$ cat src/rtl/shpc_pkg.sv
// ----------------------------------------------------------------------------
// shpc_pkg
// Shared types, constants and the half-step coil table for the stepper
// half-step position controller.
// ----------------------------------------------------------------------------
`default_nettype none

package shpc_pkg;

    localparam int unsigned POS_BITS_DEF = 32;
    localparam int unsigned VALUE_W      = 32;
    localparam int unsigned DUTY_W       = 10;
    localparam int unsigned COIL_W       = 4;
    localparam int unsigned CFG_IDX_W    = 2;
    localparam int unsigned OUT_DATA_W   = 48;

    localparam logic [DUTY_W-1:0] DUTY_MAX = DUTY_W'(1000);

    typedef enum logic [1:0] {
        ACT_TICK  = 2'd0,
        ACT_MOVE  = 2'd1,
        ACT_NUDGE = 2'd2,
        ACT_HOME  = 2'd3
    } t_action;

    typedef enum logic [CFG_IDX_W-1:0] {
        CFG_DUTY_STANDBY = 2'd0,
        CFG_DUTY_MOVING  = 2'd1
    } t_cfg_idx;

    typedef struct packed {
        logic               at_target;
        logic [VALUE_W-1:0] position_now;
        logic [DUTY_W-1:0]  duty;
        logic [COIL_W-1:0]  coil_pattern;
    } t_result;

    typedef struct packed {
        logic [DUTY_W-1:0] standby;
        logic [DUTY_W-1:0] moving;
    } t_duty_cfg;

    // bit0 A-, bit1 A+, bit2 B-, bit3 B+
    function automatic logic [COIL_W-1:0] coil_lookup(input logic [2:0] phase);
        logic [COIL_W-1:0] pat;
        case (phase)
            3'd0:    pat = 4'hA;
            3'd1:    pat = 4'h8;
            3'd2:    pat = 4'h9;
            3'd3:    pat = 4'h1;
            3'd4:    pat = 4'h5;
            3'd5:    pat = 4'h4;
            3'd6:    pat = 4'h6;
            default: pat = 4'h2;
        endcase
        return pat;
    endfunction

    function automatic logic [DUTY_W-1:0] clamp_duty(input logic [DUTY_W-1:0] d);
        return (d > DUTY_MAX) ? DUTY_MAX : d;
    endfunction

endpackage

`default_nettype wire

$ cat src/rtl/shpc_cfg_regs.sv
// ----------------------------------------------------------------------------
// shpc_cfg_regs
// Duty configuration registers, saturated to the full-scale duty on read.
// ----------------------------------------------------------------------------
`default_nettype none

module shpc_cfg_regs (
    input  wire logic                            i_clk,
    input  wire logic                            i_rst_n,
    input  wire logic                            i_cfg_valid,
    output logic                                 o_cfg_ready,
    input  wire logic [shpc_pkg::CFG_IDX_W-1:0]  i_cfg_index,
    input  wire logic [shpc_pkg::DUTY_W-1:0]     i_cfg_data,
    output shpc_pkg::t_duty_cfg                  o_duty
);

    logic [shpc_pkg::DUTY_W-1:0] r_standby;
    logic [shpc_pkg::DUTY_W-1:0] r_moving;

    assign o_cfg_ready = 1'b1;

    always_ff @(posedge i_clk) begin
        if (!i_rst_n) begin
            r_standby <= '0;
            r_moving  <= '0;
        end else if (i_cfg_valid) begin
            unique case (i_cfg_index)
                shpc_pkg::CFG_DUTY_STANDBY: r_standby <= i_cfg_data;
                shpc_pkg::CFG_DUTY_MOVING:  r_moving  <= i_cfg_data;
                default: ;
            endcase
        end
    end

    assign o_duty.standby = shpc_pkg::clamp_duty(r_standby);
    assign o_duty.moving  = shpc_pkg::clamp_duty(r_moving);

endmodule

`default_nettype wire

$ cat src/rtl/shpc_core.sv
// ----------------------------------------------------------------------------
// shpc_core
// Position state and single-pass update for one command; the goal register
// holds base offset plus relative target, so a move needs one add and a nudge two.
// ----------------------------------------------------------------------------
`default_nettype none

module shpc_core #(
    parameter int unsigned POS_BITS = shpc_pkg::POS_BITS_DEF
) (
    input  wire logic                 i_clk,
    input  wire logic                 i_rst_n,
    input  wire logic                 i_adv,
    input  wire shpc_pkg::t_action    i_action,
    input  wire logic [POS_BITS-1:0]  i_value,
    input  wire shpc_pkg::t_duty_cfg  i_duty,
    output shpc_pkg::t_result         o_result
);

    logic [POS_BITS-1:0] r_pos;
    logic [POS_BITS-1:0] r_base;
    logic [POS_BITS-1:0] r_goal;
    logic                r_full;

    logic [POS_BITS-1:0] n_pos;
    logic [POS_BITS-1:0] n_base;
    logic [POS_BITS-1:0] n_goal;
    logic                n_full;
    logic                there;

    always_comb begin
        n_pos  = r_pos;
        n_base = r_base;
        n_goal = r_goal;
        n_full = r_full;
        case (i_action)
            shpc_pkg::ACT_MOVE: begin
                n_goal = r_base + i_value;
            end
            shpc_pkg::ACT_NUDGE: begin
                n_base = r_base + i_value;
                n_goal = r_goal + i_value;
            end
            shpc_pkg::ACT_HOME: begin
                n_full = 1'b1;
                n_pos  = '0;
                n_goal = r_base;
            end
            default: begin
                if ($signed(r_pos) < $signed(r_goal)) begin
                    n_pos = r_pos + POS_BITS'(1);
                end else if ($signed(r_goal) < $signed(r_pos)) begin
                    n_pos = r_pos - POS_BITS'(1);
                end
            end
        endcase
    end

    assign there = (n_pos == n_goal);

    always_comb begin
        o_result.coil_pattern = shpc_pkg::coil_lookup(n_pos[2:0]);
        o_result.duty         = (n_full && !there) ? i_duty.moving : i_duty.standby;
        o_result.position_now = shpc_pkg::VALUE_W'($signed(n_pos));
        o_result.at_target    = there;
    end

    always_ff @(posedge i_clk) begin
        if (!i_rst_n) begin
            r_pos  <= '0;
            r_base <= '0;
            r_goal <= '0;
            r_full <= 1'b0;
        end else if (i_adv) begin
            r_pos  <= n_pos;
            r_base <= n_base;
            r_goal <= n_goal;
            r_full <= n_full;
        end
    end

endmodule

`default_nettype wire

$ cat src/rtl/stepper_half_step_position_controller.sv
// ----------------------------------------------------------------------------
// stepper_half_step_position_controller
// Half-step position controller for a two-winding bipolar stepper: input
// register, single-pass state update, result register.
// ----------------------------------------------------------------------------
//  channel  | direction | carries
//  s        | in        | tuser: action; tdata: value
//  m        | out       | tdata: coil_pattern, duty, position_now, at_target
//  cfg      | in        | index 0 duty_standby, 1 duty_moving; data: duty
//
//  one transfer in, one result out per cycle unless the output stalls
//  each command passes the input register, then the result register
//  the input stage refills in the same cycle a result is taken
//  reset clears position, offset, target, full power and both duties
//  a stalled output holds its result and backs up into the input stage
// ----------------------------------------------------------------------------
`default_nettype none

module stepper_half_step_position_controller #(
    parameter int unsigned POS_BITS = shpc_pkg::POS_BITS_DEF
) (
    input  wire logic                              i_clk,
    input  wire logic                              i_rst_n,
    // slave side
    input  wire logic                              i_s_tvalid,
    output logic                                   o_s_tready,
    input  wire logic [1:0]                        i_s_tuser,  // [1:0] action
    input  wire logic [shpc_pkg::VALUE_W-1:0]      i_s_tdata,  // [31:0] value
    // master side
    output logic                                   o_m_tvalid,
    input  wire logic                              i_m_tready,
    // [3:0] coil_pattern, [13:4] duty, [45:14] position_now, [46] at_target
    output logic [shpc_pkg::OUT_DATA_W-1:0]        o_m_tdata,
    // configuration
    input  wire logic                              i_cfg_valid,
    output logic                                   o_cfg_ready,
    input  wire logic [shpc_pkg::CFG_IDX_W-1:0]    i_cfg_index,
    input  wire logic [shpc_pkg::DUTY_W-1:0]       i_cfg_data
);

    logic                  r_in_valid;
    shpc_pkg::t_action     r_action;
    logic [POS_BITS-1:0]   r_value;
    logic                  r_out_valid;
    shpc_pkg::t_result     r_result;

    logic                  adv;
    shpc_pkg::t_result     core_result;
    shpc_pkg::t_duty_cfg   duty_cfg;

    assign adv        = r_in_valid && (!r_out_valid || i_m_tready);
    assign o_s_tready = !r_in_valid || adv;

    shpc_cfg_regs u_cfg (
        .i_clk       (i_clk),
        .i_rst_n     (i_rst_n),
        .i_cfg_valid (i_cfg_valid),
        .o_cfg_ready (o_cfg_ready),
        .i_cfg_index (i_cfg_index),
        .i_cfg_data  (i_cfg_data),
        .o_duty      (duty_cfg)
    );

    shpc_core #(
        .POS_BITS (POS_BITS)
    ) u_core (
        .i_clk    (i_clk),
        .i_rst_n  (i_rst_n),
        .i_adv    (adv),
        .i_action (r_action),
        .i_value  (r_value),
        .i_duty   (duty_cfg),
        .o_result (core_result)
    );

    always_ff @(posedge i_clk) begin
        if (!i_rst_n) begin
            r_in_valid <= 1'b0;
        end else if (o_s_tready) begin
            r_in_valid <= i_s_tvalid;
        end
    end

    always_ff @(posedge i_clk) begin
        if (o_s_tready && i_s_tvalid) begin
            r_action <= shpc_pkg::t_action'(i_s_tuser);
            r_value  <= i_s_tdata[POS_BITS-1:0];
        end
    end

    always_ff @(posedge i_clk) begin
        if (!i_rst_n) begin
            r_out_valid <= 1'b0;
        end else if (adv) begin
            r_out_valid <= 1'b1;
        end else if (i_m_tready) begin
            r_out_valid <= 1'b0;
        end
    end

    always_ff @(posedge i_clk) begin
        if (adv) begin
            r_result <= core_result;
        end
    end

    assign o_m_tvalid = r_out_valid;
    assign o_m_tdata  = {1'b0, r_result};

endmodule

`default_nettype wire

$ cat config.mk
export PLATFORM = sky130hd
export DESIGN_NAME = stepper_half_step_position_controller
export DESIGN_NICKNAME = d
export VERILOG_FILES = /design/src/rtl/shpc_pkg.sv /design/src/rtl/shpc_cfg_regs.sv /design/src/rtl/shpc_core.sv /design/src/rtl/stepper_half_step_position_controller.sv
export SDC_FILE = /design/constraint.sdc
export NUM_CORES = 1
export LEC_CHECK = 0
export BUFFER_PORTS_ARGS = -buffer_cell sky130_fd_sc_hd__buf_2
export CAP_MARGIN = 5
export CORE_ASPECT_RATIO = 0.75
export CORE_UTILIZATION = 50
export DETAILED_ROUTE_END_ITERATION = 10
export PLACE_DENSITY = 0.79
export SYNTH_ARGS = -nofsm -noshare
export SYNTH_HDL_FRONTEND = slang
export SYNTH_HIERARCHICAL = 1
export SYNTH_SLANG_ARGS = --single-unit
$ cat constraint.sdc
create_clock -name i_clk -period 6.8 [get_ports i_clk]
set_input_delay 0.34 -clock i_clk [delete_from_list [all_inputs] [get_ports i_clk]]
set_output_delay 0.34 -clock i_clk [all_outputs]
set_load 0.01 [all_outputs]
==> flow_metrics.py <==
metrics = {
    "critical_path": {
        "cp_max_fo": 12,
        "startpoint": "u_core/r_pos[13]",
        "worstPathArrival_ns": 6.42,
        "cp-end-kind": "flop",
        "r2r-start": "u_core/r_pos[13]",
        "cp-start-kind": "flop",
        "crit_required_ns": 7.03,
        "critPathKind": "flop to flop",
    },
    "power_and_ir_drop": {
        "p_leak_nw": 6.68,
        "netSwitchingPower_w": 0.00133,
        "sequentialPowerShare_pct": 39.4,
        "clkPwrFrac_pct": 31.4,
        "peakVddDrop_v": 0.000157,
        "p_per_area_mw_per_mm2": 216,
        "cellInternalPower_w": 0.00220,
        "power_frac_comb_pct": 29.2,
        "switching_share_pct": 37.6,
    },
    "die": {
        "fp-row-count": 54,
        "die_h_um": 152,
        "die-area_mm2": 0.0307,
        "die_x_um": 202,
        "start_util_pct": 51.2,
        "coreArea_mm2": 0.0293,
        "pin_count": 102,
    },
    "logic_synthesis": {
        "yosysWarnings": 6,
        "postSynth.asyncResetShare_pct": 0,
        "ys_ff_latch": 200,
        "synth_top_family_by_area": "compound AO/OA/AOI/OAI gates",
        "synth_edf_count": 81,
        "synthFlopType": "dfxtp_1",
        "synth_cell_types": 90,
        "synth_top_area_share_pct": 16.2,
        "avgSynthCellArea_um2": 8.35,
        "synth-simple-area-share_pct": 21.2,
        "synthMuxAreaShare_pct": 6.35,
        "yosys-top-cells-area": "edfxtp_1 16%, dfxtp_1 16%, ha_1 8.4%, mux2i_1 4.5%, nand2_1 4.5%",
        "ys_seq_area_share_pct": 32.1,
        "yosysTopAreaCell": "edfxtp_1",
        "synth_fa_ha_area_share_pct": 8.62,
        "synth_compound_area_share_pct": 22.0,
        "synth_xor_area_share_pct": 4.56,
        "synth_nets": 1947,
        "netlist_area_mm2": 0.0150,
        "synthCells": 1794,
    },
    "cts": {
        "clock_latency_ns": 0.47,
        "cts_root_buf": "clkbuf_16",
        "cts_buffers": 17,
        "clock_path_buffers": 2,
        "htree_levels": 4,
        "hold_buffers": 0,
        "cts_resized": 0,
        "post-cts-setup-buffers": 0,
        "cts.clk_slew.worst_paths_ns": 0.09,
        "cts_tree": "yes",
        "clock-sinks": 200,
    },
    "routing": {
        "vias": 14400,
        "dr.pass1.iters": 6,
        "drt_wl_total_um": 48700,
        "drtIter0Drc": 1848,
        "drcViolationCount": 0,
        "final_antenna_net_count": 0,
        "wl_per_cell_um": 21.9,
        "viasPerCell": 6.47,
    },
    "placement": {
        "io_buffers": 99,
        "globalplace.congestion": 1.04,
        "place_hpwl_um": 35900,
    },
    "flow_run": {
        "maxCapViolations": 0,
    },
    "global_routing": {
        "overflow": 0,
        "antenna_found_initial": 0,
        "grt_max_degree": 70,
        "grt_pass1_wl_um": 75000,
        "grt_usage_pct": 31.3,
        "first_global_vias": 13000,
    },
    "timing": {
        "finalMaxSlewViolations": 0,
        "period_share_pct": 91.0,
        "rsz0062_at_grt": "false",
        "skew_ns": 0.0135,
        "fin_crit_ns": 6.19,
        "worstMarginPinSlew_ns": 1.28,
        "finalSetupViolations": 0,
        "tns_ns": 0,
        "max_freq_mhz": 162,
        "slew_headroom_pct": 12.6,
        "hold_viol": 0,
    },
    "hold_path": {
        "hold_class": "input pin to flop",
        "min_from": "i_s_tdata[27]",
    },
    "status": {
        "status": "finished clean",
    },
    "final_layout": {
        "diodes": 0,
        "layout-drive-gt1-share_pct": 11.9,
        "layout.nets": 1970,
        "finish.utilization_pct": 55.8,
        "area_delta_synth_final_pct": 8.92,
    },
}
==> metal layers <==
layer | vias up | routed length, um | track usage [%]
li1 | 6684 | - | -
met1 | 6795 | 21700 | 45.4
met2 | 801 | 21000 | 46.8
met3 | 94 | 4930 | 6.05
met4 | 0 | 1060 | 9.34
met5 | - | 0 | 0
==> cells by family after synthesis <==
| family | Yosys count |
|---|---|
| buf+inv | 189 |
| flops | 200 |
| xor+xnor | 78 |
| simple gates | 642 |
| fa+ha+maj | 102 |
| mux | 92 |
| other cells | 2 |
| compound gates | 489 |
==> synth_stat cells (10+ instances only) <==
cell type    n
nand2_1    181
nor2_1     168
a21oi_1    126
dfxtp_1    119
ha_1       100
clkbuf_1    92
o21ai_0     82
edfxtp_1    81
inv_1       69
mux2i_1     68
nand3_1     57
xnor2_1     52
nand4_1     45
a211oi_1    41
nor3_1      41
a21o_1      37
a31oi_1     28
xor2_1      26
mux2_2      24
nor4_1      23
o21a_1      22
and3_1      20
or3_1       18
and4_1      15
nand2b_1    15
a21boi_0    13
or2_2       13
a221oi_1    12
and2_1      12
buf_2       12
a2bb2oi_1   10
o211ai_1    10
o31ai_1     10
==> cell type report <==
cell class | instances | area (um2)
Timing Repair Buffer | 123 | 676
Clock inverter | 15 | 216
Sequential cell | 200 | 4810
Clock buffer | 17 | 425
Multi-Input combinational cell | 1405 | 9430
Fill cell | 2687 | 12900
Tap cell | 392 | 490
Inverter | 70 | 263
==> power groups by stage <==
stage,registers (W),logic (W),clock network (W)
floorplan,0.00140,0.000701,0
global placement,0.00141,0.000979,0
detailed placement,0.00141,0.000988,0
CTS,0.00139,0.000995,0.00113
global route,0.00140,0.00110,0.00117
finish,0.00139,0.00103,0.00111
==> final timing paths <==
path | end | slack [ns] | depth (start not counted)
worst max-delay path | o_m_tdata[8] | 0.61 | 17
worst min-delay path | r_value[27] | 0.04 | 1
worst max register to register | o_m_tdata[8] | 0.61 | 17
worst min register to register | u_cfg/r_standby[2] | 0.46 | 2
==> state kept, by name (all words and copies together) (netlist names) <==
name	flops
u_core/r_base	32
u_core/r_pos	32
o_m_tdata	47
r_value	32
u_core/r_full	1
u_cfg/r_moving	10
u_cfg/r_standby	10
r_action	2
u_core/r_goal	32
r_in_valid	1
o_m_tvalid	1
==> stage by stage <==
stage / cells / power (W) / hold WS [ns] / cell area [um2] / setup slack, ns
floorplan: 1794 / 0.00210 / 0.429 / 15000 / 1.79
global placement: 2190 / 0.00239 / 0.442 / 15700 / 0.993
detailed placement: 2190 / 0.00240 / 0.449 / 15700 / 0.906
CTS: 2222 / 0.00351 / 0.0144 / 16300 / 0.916
global route: 2222 / 0.00367 / 0.0162 / 16300 / 0.408
finish: 2222 / 0.00353 / 0.0351 / 16300 / 0.610
==> cells in the final DEF, fill, tap and decap left out, types with 10 or more instances in the layout <==
cell type and n:
nand2_1 181, nor2_1 168, a21oi_1 125, dfxtp_1 119, buf_2 99, ha_1 99
o21ai_0 82, edfxtp_1 81, inv_1 69, mux2i_1 68, nand3_1 57, xnor2_1 52
nand4_1 45, nor3_1 41, a211oi_1 41, a21o_1 37, a31oi_1 28, xor2_1 26
buf_4 24, mux2_2 24, nor4_1 23, o21a_1 22, and3_1 20, or3_1 18
clkbuf_16 17, and4_1 15, nand2b_1 15, a21boi_0 13, or2_2 13, and2_1 12
a221oi_1 12, o211ai_1 10, a2bb2oi_1 10, o31ai_1 10
==> worst max-delay path, stage by stage (launching register included) <==
cell and delay [ns]:
dfxtp_1 0.50, inv_1 0.17, ha_1 0.34, nand4_1 0.19, nor2_1 0.11, o2bb2ai_1 0.19
o31ai_1 0.83, nand3_2 0.48, buf_4 0.33, mux2_2 0.31, nor2_1 0.16, o32ai_1 0.16
nor4_1 0.78, nand4_1 0.21, nand4bb_4 0.34, o41ai_4 0.22, buf_4 0.24, mux2_2 0.35
(Power assumes the default switching activity.)
